## src/rtl/itc_pkg.sv

```systemverilog
// shared types and constants for the interval timer channel
`default_nettype none

package itc_pkg;

    localparam int COUNT_WIDTH = 16;
    localparam int BYTE_BITS   = 8;
    localparam int WIDE_BITS   = 32;

    typedef logic [COUNT_WIDTH-1:0] t_count;

    typedef enum logic [1:0] {
        OP_TICK  = 2'd0,
        OP_WRITE = 2'd1,
        OP_READ  = 2'd2,
        OP_NONE  = 2'd3
    } t_opcode;

    localparam logic [1:0] PORT_DATA = 2'd0;
    localparam logic [1:0] PORT_CTRL = 2'd3;

    // control word fields
    localparam logic [1:0] SEL_THIS_COUNTER = 2'd0;
    localparam logic [1:0] ACCESS_LATCH     = 2'd0;
    localparam logic [2:0] MODE_ONE_SHOT    = 3'd0;
    localparam logic [1:0] MODE_RATE_LOW    = 2'd2;

    typedef struct packed {
        logic [1:0]           opcode;
        logic [1:0]           port_addr;
        logic [BYTE_BITS-1:0] write_data;
    } t_itc_in;

    typedef struct packed {
        logic [BYTE_BITS-1:0] read_data;
        logic                 out_level;
        logic                 terminal_event;
        logic                 is_counting;
    } t_itc_out;

    // pipeline flow control shared by the two register stages
    typedef struct packed {
        logic load;
        logic advance;
    } t_itc_flow;

endpackage

`default_nettype wire

```

## src/rtl/itc_in_stage.sv

```systemverilog
// input register stage of the interval timer channel
`default_nettype none

module itc_in_stage
    import itc_pkg::*;
(
    input  wire logic      i_clk,
    input  wire logic      i_rst_n,
    input  wire t_itc_flow i_flow,
    input  wire t_itc_in   i_beat,
    output logic           o_valid,
    output t_itc_in        o_beat
);

    logic    r_valid;
    logic    n_valid;
    t_itc_in r_beat;

    always_comb begin
        n_valid = r_valid;
        if (i_flow.load) begin
            n_valid = 1'b1;
        end else if (i_flow.advance) begin
            n_valid = 1'b0;
        end
    end

    always_ff @(posedge i_clk) begin
        if (!i_rst_n) begin
            r_valid <= 1'b0;
        end else begin
            r_valid <= n_valid;
        end
        if (i_flow.load) begin
            r_beat <= i_beat;
        end
    end

    assign o_valid = r_valid;
    assign o_beat  = r_beat;

endmodule

`default_nettype wire

```

## src/rtl/itc_core.sv

```systemverilog
// counter channel state and per-beat update logic
`default_nettype none

module itc_core
    import itc_pkg::*;
(
    input  wire logic    i_clk,
    input  wire logic    i_rst_n,
    input  wire logic    i_fire,
    input  wire t_itc_in i_beat,
    output t_itc_out     o_result
);

    logic                 r_periodic, n_periodic;
    t_count               r_reload, n_reload;
    t_count               r_count, n_count;
    t_count               r_latched, n_latched;
    logic                 r_latch_held, n_latch_held;
    logic                 r_write_high, n_write_high;
    logic                 r_read_high, n_read_high;
    logic [BYTE_BITS-1:0] r_pending_low, n_pending_low;
    logic                 r_pin, n_pin;
    logic                 r_running, n_running;

    logic [BYTE_BITS-1:0] rd_byte;
    logic                 term;
    logic [2:0]           mode;
    t_count               dec;
    t_count               rd_src;
    logic [WIDE_BITS-1:0] rd_wide;
    t_count               load_val;

    assign mode     = i_beat.write_data[3:1];
    assign dec      = r_count - COUNT_WIDTH'(1);
    assign rd_src   = r_latch_held ? r_latched : r_count;
    assign rd_wide  = WIDE_BITS'(rd_src);
    assign load_val = COUNT_WIDTH'({i_beat.write_data, r_pending_low});

    always_comb begin
        n_periodic    = r_periodic;
        n_reload      = r_reload;
        n_count       = r_count;
        n_latched     = r_latched;
        n_latch_held  = r_latch_held;
        n_write_high  = r_write_high;
        n_read_high   = r_read_high;
        n_pending_low = r_pending_low;
        n_pin         = r_pin;
        n_running     = r_running;
        rd_byte       = '0;
        term          = 1'b0;

        case (t_opcode'(i_beat.opcode))
            OP_TICK: begin
                if (r_running) begin
                    if (r_periodic) begin
                        if (r_count == COUNT_WIDTH'(1)) begin
                            n_count = r_reload;
                            n_pin   = 1'b1;
                            term    = 1'b1;
                        end else begin
                            n_count = dec;
                            n_pin   = (dec != COUNT_WIDTH'(1));
                        end
                    end else begin
                        n_count = dec;
                        if (dec == '0) begin
                            n_pin     = 1'b1;
                            n_running = 1'b0;
                            term      = 1'b1;
                        end
                    end
                end
            end
            OP_WRITE: begin
                if (i_beat.port_addr == PORT_CTRL) begin
                    if (i_beat.write_data[7:6] == SEL_THIS_COUNTER) begin
                        if (i_beat.write_data[5:4] == ACCESS_LATCH) begin
                            if (!r_latch_held) begin
                                n_latched    = r_count;
                                n_latch_held = 1'b1;
                                n_read_high  = 1'b0;
                            end
                        end else begin
                            n_running    = 1'b0;
                            n_latch_held = 1'b0;
                            n_read_high  = 1'b0;
                            n_write_high = 1'b0;
                            if (mode[1:0] == MODE_RATE_LOW) begin
                                n_periodic = 1'b1;
                                n_pin      = 1'b1;
                            end else begin
                                n_periodic = 1'b0;
                                n_pin      = (mode != MODE_ONE_SHOT);
                            end
                        end
                    end
                end else if (i_beat.port_addr == PORT_DATA) begin
                    if (!r_write_high) begin
                        n_pending_low = i_beat.write_data;
                        n_write_high  = 1'b1;
                        if (!r_periodic) begin
                            n_running = 1'b0;
                            n_pin     = 1'b0;
                        end
                    end else begin
                        n_write_high = 1'b0;
                        n_reload     = load_val;
                        if (!r_periodic) begin
                            n_count   = load_val;
                            n_running = 1'b1;
                            n_pin     = 1'b0;
                        end else if (!r_running) begin
                            n_count   = load_val;
                            n_running = 1'b1;
                            n_pin     = 1'b1;
                        end
                    end
                end
            end
            OP_READ: begin
                if (i_beat.port_addr == PORT_DATA) begin
                    if (r_read_high) begin
                        rd_byte      = rd_wide[2*BYTE_BITS-1:BYTE_BITS];
                        n_read_high  = 1'b0;
                        n_latch_held = 1'b0;
                    end else begin
                        rd_byte     = rd_wide[BYTE_BITS-1:0];
                        n_read_high = 1'b1;
                    end
                end
            end
            default: begin
            end
        endcase
    end

    always_ff @(posedge i_clk) begin
        if (!i_rst_n) begin
            r_periodic    <= 1'b0;
            r_reload      <= '0;
            r_count       <= '0;
            r_latched     <= '0;
            r_latch_held  <= 1'b0;
            r_write_high  <= 1'b0;
            r_read_high   <= 1'b0;
            r_pending_low <= '0;
            r_pin         <= 1'b0;
            r_running     <= 1'b0;
        end else if (i_fire) begin
            r_periodic    <= n_periodic;
            r_reload      <= n_reload;
            r_count       <= n_count;
            r_latched     <= n_latched;
            r_latch_held  <= n_latch_held;
            r_write_high  <= n_write_high;
            r_read_high   <= n_read_high;
            r_pending_low <= n_pending_low;
            r_pin         <= n_pin;
            r_running     <= n_running;
        end
    end

    assign o_result.read_data      = rd_byte;
    assign o_result.out_level      = n_pin;
    assign o_result.terminal_event = term;
    assign o_result.is_counting    = n_running;

endmodule

`default_nettype wire

```

## src/rtl/itc_out_stage.sv

```systemverilog
// result register stage of the interval timer channel
`default_nettype none

module itc_out_stage
    import itc_pkg::*;
(
    input  wire logic      i_clk,
    input  wire logic      i_rst_n,
    input  wire t_itc_flow i_flow,
    input  wire t_itc_out  i_result,
    input  wire logic      i_ready,
    output logic           o_valid,
    output t_itc_out       o_beat
);

    logic     r_valid;
    logic     n_valid;
    t_itc_out r_beat;

    always_comb begin
        n_valid = r_valid;
        if (i_flow.advance) begin
            n_valid = 1'b1;
        end else if (i_ready) begin
            n_valid = 1'b0;
        end
    end

    always_ff @(posedge i_clk) begin
        if (!i_rst_n) begin
            r_valid <= 1'b0;
        end else begin
            r_valid <= n_valid;
        end
        if (i_flow.advance) begin
            r_beat <= i_result;
        end
    end

    assign o_valid = r_valid;
    assign o_beat  = r_beat;

endmodule

`default_nettype wire

```

## src/rtl/interval_timer_channel_unit.sv

```systemverilog
// top level of the 8254-style binary counter channel
//
// one input beat is a clock tick, a bus write or a bus read (opcode,
// port_addr, write_data); every input beat yields exactly one result beat
// (read_data, out_level, terminal_event, is_counting), in order
// both channels are valid/ready; a beat moves when valid and ready are high
// a beat accepted into the input register moves on to the result register
// once the result register is free, and shows there as a valid result
// throughput: one beat per cycle while the receiver takes results, set by
// the single update pass between the input register and the result register
// the result register and the input register form two stages, so a new
// beat is taken while a finished result waits for the receiver
// when the receiver stalls, the result holds; one more beat can sit in the
// input register, after which o_in_ready drops until the result is taken
// synchronous active-low reset empties both stages and returns the channel
// to one-shot mode, stopped, count zero, output pin low, no latch held
// and both byte orders at the low byte
`default_nettype none

module interval_timer_channel_unit
    import itc_pkg::*;
(
    input  wire logic     i_clk,
    input  wire logic     i_rst_n,
    input  wire logic     i_in_valid,
    output logic          o_in_ready,
    input  wire t_itc_in  i_in_beat,
    output logic          o_out_valid,
    input  wire logic     i_out_ready,
    output t_itc_out      o_out_beat
);

    // pipeline flow control
    t_itc_flow flow;
    logic      stage_valid;
    t_itc_in   stage_beat;
    t_itc_out  result;

    // the held beat moves on whenever the result register is free or emptying
    assign flow.advance = stage_valid && (!o_out_valid || i_out_ready);
    assign o_in_ready   = !stage_valid || flow.advance;
    assign flow.load    = i_in_valid && o_in_ready;

    // input register
    itc_in_stage u_in_stage (
        .i_clk   (i_clk),
        .i_rst_n (i_rst_n),
        .i_flow  (flow),
        .i_beat  (i_in_beat),
        .o_valid (stage_valid),
        .o_beat  (stage_beat)
    );

    // channel state, updated once per beat as it leaves the input register
    itc_core u_core (
        .i_clk    (i_clk),
        .i_rst_n  (i_rst_n),
        .i_fire   (flow.advance),
        .i_beat   (stage_beat),
        .o_result (result)
    );

    // result register
    itc_out_stage u_out_stage (
        .i_clk    (i_clk),
        .i_rst_n  (i_rst_n),
        .i_flow   (flow),
        .i_result (result),
        .i_ready  (i_out_ready),
        .o_valid  (o_out_valid),
        .o_beat   (o_out_beat)
    );

    // terminal count always leaves the output pin high
    a_term_pin_high: assert property (@(posedge i_clk) disable iff (!i_rst_n)
        o_out_valid && o_out_beat.terminal_event |-> o_out_beat.out_level)
        else $error("terminal count with output pin low");

    // back-pressure only when both stages are full and the result is stalled
    a_ready_low_full: assert property (@(posedge i_clk) disable iff (!i_rst_n)
        !o_in_ready |-> stage_valid && o_out_valid && !i_out_ready)
        else $error("input stalled with a free stage");

    // reset leaves no result pending
    a_reset_empty: assert property (@(posedge i_clk)
        $past(!i_rst_n) |-> !o_out_valid && !stage_valid)
        else $error("beat pending after reset");

endmodule

`default_nettype wire
```

## config.mk

```make
export PLATFORM = sky130hd
export DESIGN_NAME = interval_timer_channel_unit
export DESIGN_NICKNAME = d
export VERILOG_FILES = /design/src/rtl/itc_pkg.sv /design/src/rtl/itc_in_stage.sv /design/src/rtl/itc_core.sv /design/src/rtl/itc_out_stage.sv /design/src/rtl/interval_timer_channel_unit.sv
export SDC_FILE = /design/constraint.sdc
export NUM_CORES = 1
export LEC_CHECK = 0
export BUFFER_PORTS_ARGS = -buffer_cell sky130_fd_sc_hd__buf_4
export CAP_MARGIN = 20
export CORE_MARGIN = 8
export CORE_UTILIZATION = 61
export CTS_BUF_LIST = sky130_fd_sc_hd__clkbuf_4 sky130_fd_sc_hd__clkbuf_8 sky130_fd_sc_hd__clkbuf_16
export DETAILED_ROUTE_END_ITERATION = 6
export PLACE_DENSITY = 0.8
export SLEW_MARGIN = 30
export SYNTH_ARGS = -nofsm -noshare
export SYNTH_HDL_FRONTEND = slang
export SYNTH_SLANG_ARGS = --single-unit
```

## constraint.sdc

```tcl
create_clock -name i_clk -period 2.6 [get_ports i_clk]
set_input_delay 0.26 -clock i_clk [delete_from_list [all_inputs] [get_ports i_clk]]
set_output_delay 0.26 -clock i_clk [all_outputs]
set_load 0.05 [all_outputs]
```

==> results.yml, run 1 <==
clock_tree:
  numClockSinks: 87
  cts_buffer_depth: 2
  cts.htree.levels: 3
  clk_pin_slew_worst_paths_ns: 0.09
  root_buffer: "clkbuf_8"
  cts_tree: "done"
  clk_latency_ns: 0.36
  post-cts-setup-buffers: 0
  cts_buffers: 9
global_routing:
  grt_max_degree: 37
  grt_pass1_vias: 3449
  antenna_found_initial: 0
  grt_usage: 0.227
  grt-ovfl-total: 0
  grt_pass1_wl_mm: 18.2
route:
  via_count: 3649
  drc: 0
  drt_iter0_markers: 262
  firstDrtPassIters: 6
  wire_per_inst_um: 18.7
  drt-vias-per-instance: 6.05
  detail-route-antenna-nets: 0
  finalWirelength_mm: 11.2
power:
  powerDensity_nw_per_um2: 514
  power_frac_seq: 0.549
  clkPwrFrac: 0.388
  leakage_uw: 0.00199
  power.switching_uw: 589
  intPower_uw: 2020
  ir_drop_uv: 361
  swShare: 0.226
  combPwrFrac: 0.064
flow_run:
  maxCapViolCount: 0
sta:
  drv_slew: 0
  finalSetupViolations: 0
  worst_pin_slew_ns: 0.604
  min_period_ns: 2.50
  max-slew-margin-rel: 0.597
  rsz0062_at_grt: "yes"
  hold_violations: 0
  fmax_mhz: 400
  period_share: 0.960
  skew_ns: 0.0131
worst_setup_path:
  slowest_stage: "or4b_4"
  critical_path_class: "reg2reg"
  crit_fanout: 5
  slowest_delay_ns: 0.52
  crit_chain: "inv_1 -> ha_1 -> or4b_4 -> o21ai_0 -> nand4b_1 -> o31ai_1 -> o211ai_1 -> a21o_1"
  cp.required_ns: 2.71
  start_kind: "flip-flop"
  cp-end-kind: "flip-flop"
  arrival_ns: 2.61
synthesis:
  avgSynthCellArea_um2: 9.68
  synth_cell_type_count: 68
  synth-seq-cells: 87
  synth_edf_count: 23
  yosysTopAreaCell: "dfxtp_1"
  syn-num-nets: 492
  synth_flop_cell: "dfxtp_1"
  synthArstFlopShare: 0
  synth_warnings: 0
  synth_top_area_frac: 0.283
  synthCells: 468
  syn_area_um2: 4530
  ys_top_cells_by_area: "dfxtp_1 (28%), edfxtp_1 (15%), mux2i_1 (6.4%)"
  yosysSeqAreaShare: 0.435
finish:
  antennaDiodeCount: 0
  fin_area_um2: 5060
  stdcell_count: 603
  nets: 523
  area_growth_pct: 11.7
  layout-drive-gt1-share: 0.214
floorplanning:
  rows: 31
  io_pins: 29
  dieHeight_um: 102
  start_util: 0.628
  die_area_um2: 10400
  die_w_um: 102
  core_area_um2: 7210
min_path:
  hp-class: "in2reg"
placement:
  place_inst: 587
  dpl-instance-area_um2: 4850
  numPortBuffers: 28
  hpwl_mm: 8.09
  gp_congestion: 0.892
run_status:
  status: "finished clean"
-- area by class of cell --
type | instances | area (µm²)
clock inverter | 3 | 40.0
fill | 585 | 2150
timing repair buffer | 57 | 440
inverter | 11 | 41.3
multi-input combinational | 333 | 2270
clock buffer | 13 | 178
tap | 99 | 124
sequential | 87 | 1970
-- placed cells by master (no fill, tap or decap), types with 2 or more instances in the layout --
master and count:
nand2_1 66, nor4_1 2, buf_4 56, nand4b_1 2, nor3_1 12, and3_1 8
a211o_1 2, xnor2_1 8, dfxtp_1 64, a311oi_1 3, mux2_2 2, xor2_1 3
and2_1 3, mux2i_1 29, clkbuf_4 2, clkbuf_8 10, nand4_1 2, o211ai_1 2
o21ai_0 12, nand2b_1 3, or3_1 2, clkinv_2 2, edfxtp_1 23, ha_1 8
a211oi_1 8, nand3_1 5, nor2_1 58, mux4_2 7, a311o_1 2, o2111ai_1 2
a21oi_1 29, a31oi_1 6, o31ai_1 5, o221a_2 9, or3_4 2, nor2b_1 4
inv_1 10, nor4_4 3
-- cells in the mapped netlist, types with 3 or more instances --
master	n
a211oi_1	8
a21oi_1	29
a311oi_1	3
a31oi_1	6
and2_1	3
and3_1	8
buf_4	3
buf_6	5
clkbuf_1	18
clkbuf_8	5
dfxtp_1	64
edfxtp_1	23
ha_1	8
inv_1	10
mux2i_1	29
mux4_2	7
nand2_1	66
nand2b_1	3
nand3_1	5
nor2_1	58
nor2b_1	4
nor3_1	12
nor4_4	3
o21ai_0	12
o221a_2	9
o31ai_1	5
xnor2_1	8
xor2_1	3
-- per-layer routing --
layer | vias to the layer above | GRT usage | part of all wire
met2 | 107 | 0.369 | 0.48
li1 | 1741 | - | -
met1 | 1783 | 0.301 | 0.45
met3 | 18 | 0.0313 | 0.053
met5 | - | 0 | 0
met4 | 0 | 0.0779 | 0.018
-- critical path, delay by kind of cell, from the launching register on --
family / cells / cell delay, ns
AND/OR/NAND/NOR: 2 / 0.74
buffers and inverters: 1 / 0.08
flip-flops: 1 / 0.32
adder cells (fa/ha/maj): 1 / 0.23
AO/OA/AOI/OAI: 4 / 0.89
-- power by group through the flow --
stage               combinational (µW)  sequential (µW)  clock (µW)
CTS                                165             1430        1020
detailed placement                 165             1460           0
global placement                   161             1460           0
finish                             166             1430        1010
floorplan                         85.3             1480           0
global route                       178             1430        1080
-- metrics by stage --
stage / setup TNS, ns / total power (µW) / util / hold slack (ns) / setup slack [ns]
after global placement: 0 / 1620 / 0.672 / 0.438 / 0.237
after detailed placement: 0 / 1620 / 0.672 / 0.439 / 0.158
final: 0 / 2600 / 0.702 / 0.0720 / 0.103
after floorplan: 0 / 1560 / - / 0.359 / 0.182
after CTS: 0 / 2610 / 0.702 / 0.0612 / 0.132
after global routing: -0.0129 / 2690 / 0.702 / 0.0589 / -0.0129
-- sequential cells by signal (all words and copies together) (netlist names), 8 cells and up --
signal,flops
u_core.r_latched,16
u_core.r_reload,16
u_out_stage.o_beat,11
u_core.r_pending_low,8
u_in_stage.o_beat,12
u_core.r_count,16
-- final timing paths --
kind / from / endpoint / slack [ns] / cells past startpoint
worst min-delay path: i_in_beat[7] / u_in_stage.o_beat[7]$_DFFE_PP_ / 0.07 / 1
worst min register to register: u_core.r_reload[14]$_SDFFE_PN0P_ / u_core.r_reload[14]$_SDFFE_PN0P_ / 0.46 / 2
worst max register to register: u_core.r_count[0]$_SDFFE_PN0P_ / u_out_stage.o_beat[0]$_DFFE_PP_ / 0.10 / 8
worst max-delay path: u_core.r_count[0]$_SDFFE_PN0P_ / u_out_stage.o_beat[0]$_DFFE_PP_ / 0.10 / 8
-- timing repair --
item	CTS	global route
endpoints found under the setup margin	0	1
hold buffers	0	0
hold endpoints to repair	0	0
resized for setup	0	0
-- cells by family after synthesis --
kind of cell / after synthesis / synth area share
adders and majority gates: 8 / 0.0221
muxes: 40 / 0.113
and+or+nand+nor: 184 / 0.202
buffers and inverters: 48 / 0.0643
xor gates and xnor gates: 11 / 0.0213
AOI/OAI and AO/OA: 90 / 0.143
DFF: 87 / 0.435
Note: power is estimated with default switching activity, not from simulation.
==> inputs of run 2 (changes only) <==
--- a/config.mk
+++ b/config.mk
@@ -8,10 +8,10 @@
 export BUFFER_PORTS_ARGS = -buffer_cell sky130_fd_sc_hd__buf_4
 export CAP_MARGIN = 20
 export CORE_MARGIN = 8
-export CORE_UTILIZATION = 61
+export CORE_UTILIZATION = 45
 export CTS_BUF_LIST = sky130_fd_sc_hd__clkbuf_4 sky130_fd_sc_hd__clkbuf_8 sky130_fd_sc_hd__clkbuf_16
 export DETAILED_ROUTE_END_ITERATION = 6
-export PLACE_DENSITY = 0.8
+export GPL_ROUTABILITY_DRIVEN = 0
 export SLEW_MARGIN = 30
 export SYNTH_ARGS = -nofsm -noshare
 export SYNTH_HDL_FRONTEND = slang
==> constraint.sdc (replaced) <==
create_clock -name i_clk -period 2.2 [get_ports i_clk]
set_input_delay 0.22 -clock i_clk [delete_from_list [all_inputs] [get_ports i_clk]]
set_output_delay 0.22 -clock i_clk [all_outputs]
set_load 0.05 [all_outputs]
==> run 2 against run 1 <==
Design area rose by 9.8%. Count of clock-buffer cells in the layout shrank 3. Worst hold slack lost 0.050 ns. Worst setup slack worse by 0.17 ns. Critical endpoint unchanged. Combinational power up 27%. Sequential share of layout area is 3.3 points lower. Largest cell class unchanged. Critical path depth unchanged. Core utilization fell by 13 points. Flip-flop and latch count unchanged. Register-to-register slack got worse by 0.17 ns. The run now ends with setup timing left. Wire length increased by 5.0%. Die area grew 30%.
==> results.yml, run 2 (synthesis gave the netlist of run 1 again) <==
route:
  drt_iter0_markers: 224
  detail-route-antenna-nets: 0
  finalWirelength_mm: 11.8
  wire_per_inst_um: 17.8
  drt-vias-per-instance: 5.61
  via_count: 3732
  drc: 0
  firstDrtPassIters: 6
worst_setup_path:
  rr_worst_depth: 8
  crit_start: "u_core.r_count[0]$_SDFFE_PN0P_"
  rr_endpoint: "u_out_stage.o_beat[0]$_DFFE_PP_"
  critical_path_class: "reg2reg"
  arrival_ns: 2.39
  crit_family: "compound AO/OA/AOI/OAI gates"
  path_buf_inv: 1
  path_depth: 8
  crit_chain: "inv_2 -> ha_4 -> or4b_4 -> o21ai_2 -> nand4b_1 -> o31ai_2 -> o211ai_1 -> a21o_1"
  rrSetupSlack_ns: -0.06
  cp.required_ns: 2.33
  r2r_start: "u_core.r_count[0]$_SDFFE_PN0P_"
  crit_fanout: 4
  endpoint: "u_out_stage.o_beat[0]$_DFFE_PP_"
  slowest_delay_ns: 0.49
  cp-end-kind: "flip-flop"
  slowest_stage: "or4b_4"
  start_kind: "flip-flop"
global_routing:
  grt-ovfl-total: 0
  antenna_found_initial: 0
  grt_usage: 0.173
  grt_pass1_vias: 3468
  grt_pass1_wl_mm: 18.1
  grt_max_degree: 38
floorplanning:
  rows: 36
  die_w_um: 116
  core_area_um2: 9770
  io_pins: 29
  start_util: 0.464
  die_area_um2: 13500
  dieHeight_um: 116
sta:
  period_share: 1.03
  worst_pin_slew_ns: 0.611
  fmax_mhz: 442
  skew_ns: 0.0101
  drv_slew: 0
  rsz0062_at_grt: "yes"
  max-slew-margin-rel: 0.592
  finalSetupViolations: 3
  min_period_ns: 2.26
  timing.hold.ws_ns: 0.0223
  hold_violations: 0
  setup_ws_ns: -0.0633
min_path:
  hp-class: "in2reg"
power:
  powerDensity_nw_per_um2: 577
  leakage_uw: 0.00216
  ir_drop_uv: 476
clock_tree:
  clk_pin_slew_worst_paths_ns: 0.09
  root_buffer: "clkbuf_8"
  cts.htree.levels: 3
  cts_tree: "done"
  cts_buffers: 9
  cts_buffer_depth: 2
  cts_hold_buffers: 0
  numClockSinks: 87
  clk_latency_ns: 0.37
placement:
  dpl-instance-area_um2: 5040
  numPortBuffers: 28
  place_inst: 635
  hpwl_mm: 8.16
finish:
  layout-drive-gt1-share: 0.312
  fill_cells: 888
  nets: 551
  stdcell_count: 665
  utilization: 0.569
  fin_area_um2: 5560
  mostFrequentLayoutCell: "buf_4"
  antennaDiodeCount: 0
  final_cell_mix: "buf_4 (77), nand2_1 (64), dfxtp_1 (60), nor2_1 (51), a21oi_1 (28)"
  area_growth_pct: 22.7
  top_regs: "u_core.r_count (16), u_core.r_latched (16), u_core.r_reload (16)"
run_status:
  status: "finished with violations"
  violations: "setup timing"
flow_run:
  maxCapViolCount: 0
[run 2: report_power, final]
group,switching [µW],internal (µW)
combinational,135,76.6
sequential,17.0,1660
clock,602,712
total,753,2450
[run 2: stage by stage]
stage / setup slack (ns) / total power, µW / TNS [ns]
after floorplan: -0.00544 / 1850 / -0.00544
after CTS: -0.0475 / 3230 / -0.0859
final: -0.0633 / 3210 / -0.141
after global routing: -0.194 / 3320 / -0.930
after detailed placement: -0.102 / 1930 / -0.214
after global placement: -0.0259 / 1920 / -0.0462
[run 2: area by class of cell]
cell class | count | area (µm²) | share of cell area
clock buffer | 10 | 149 | 0.0268
clock inverter | 6 | 90.1 | 0.0162
inverter | 11 | 46.3 | 0.00833
multi-input combinational | 333 | 2410 | 0.433
sequential | 87 | 1980 | 0.357
tap | 133 | 166 | 0.0299
timing repair buffer | 85 | 717 | 0.129
[run 2: timing repair]
action	4_1_cts	5_1_grt
gates cloned	0	2
pin swaps	4	15
gates resized for setup	3	36
endpoints found under the setup margin	6	26
setup buffers	1	11
[run 2: worst min-delay path by stage]
stage,from,endpoint,slack (ns),depth (start not counted)
after floorplan,i_in_beat[0],u_in_stage.o_beat[0]$_DFFE_PP_,0.32,0
after global placement,i_in_beat[10],u_in_stage.o_beat[10]$_DFFE_PP_,0.40,1
after detailed placement,i_in_beat[10],u_in_stage.o_beat[10]$_DFFE_PP_,0.40,1
after CTS,i_in_beat[0],u_in_stage.o_beat[0]$_DFFE_PP_,0.006,1
after global routing,i_in_beat[5],u_in_stage.o_beat[5]$_DFFE_PP_,0.002,1
final,i_in_beat[5],u_in_stage.o_beat[5]$_DFFE_PP_,0.02,1
[run 2: metal layers]
metal	track usage	up-vias	routed length, µm
li1	-	1795	-
met1	0.229	1784	5320
met2	0.275	129	5390
met3	0.0253	24	802
met4	0.0735	0	294
met5	0	-	0
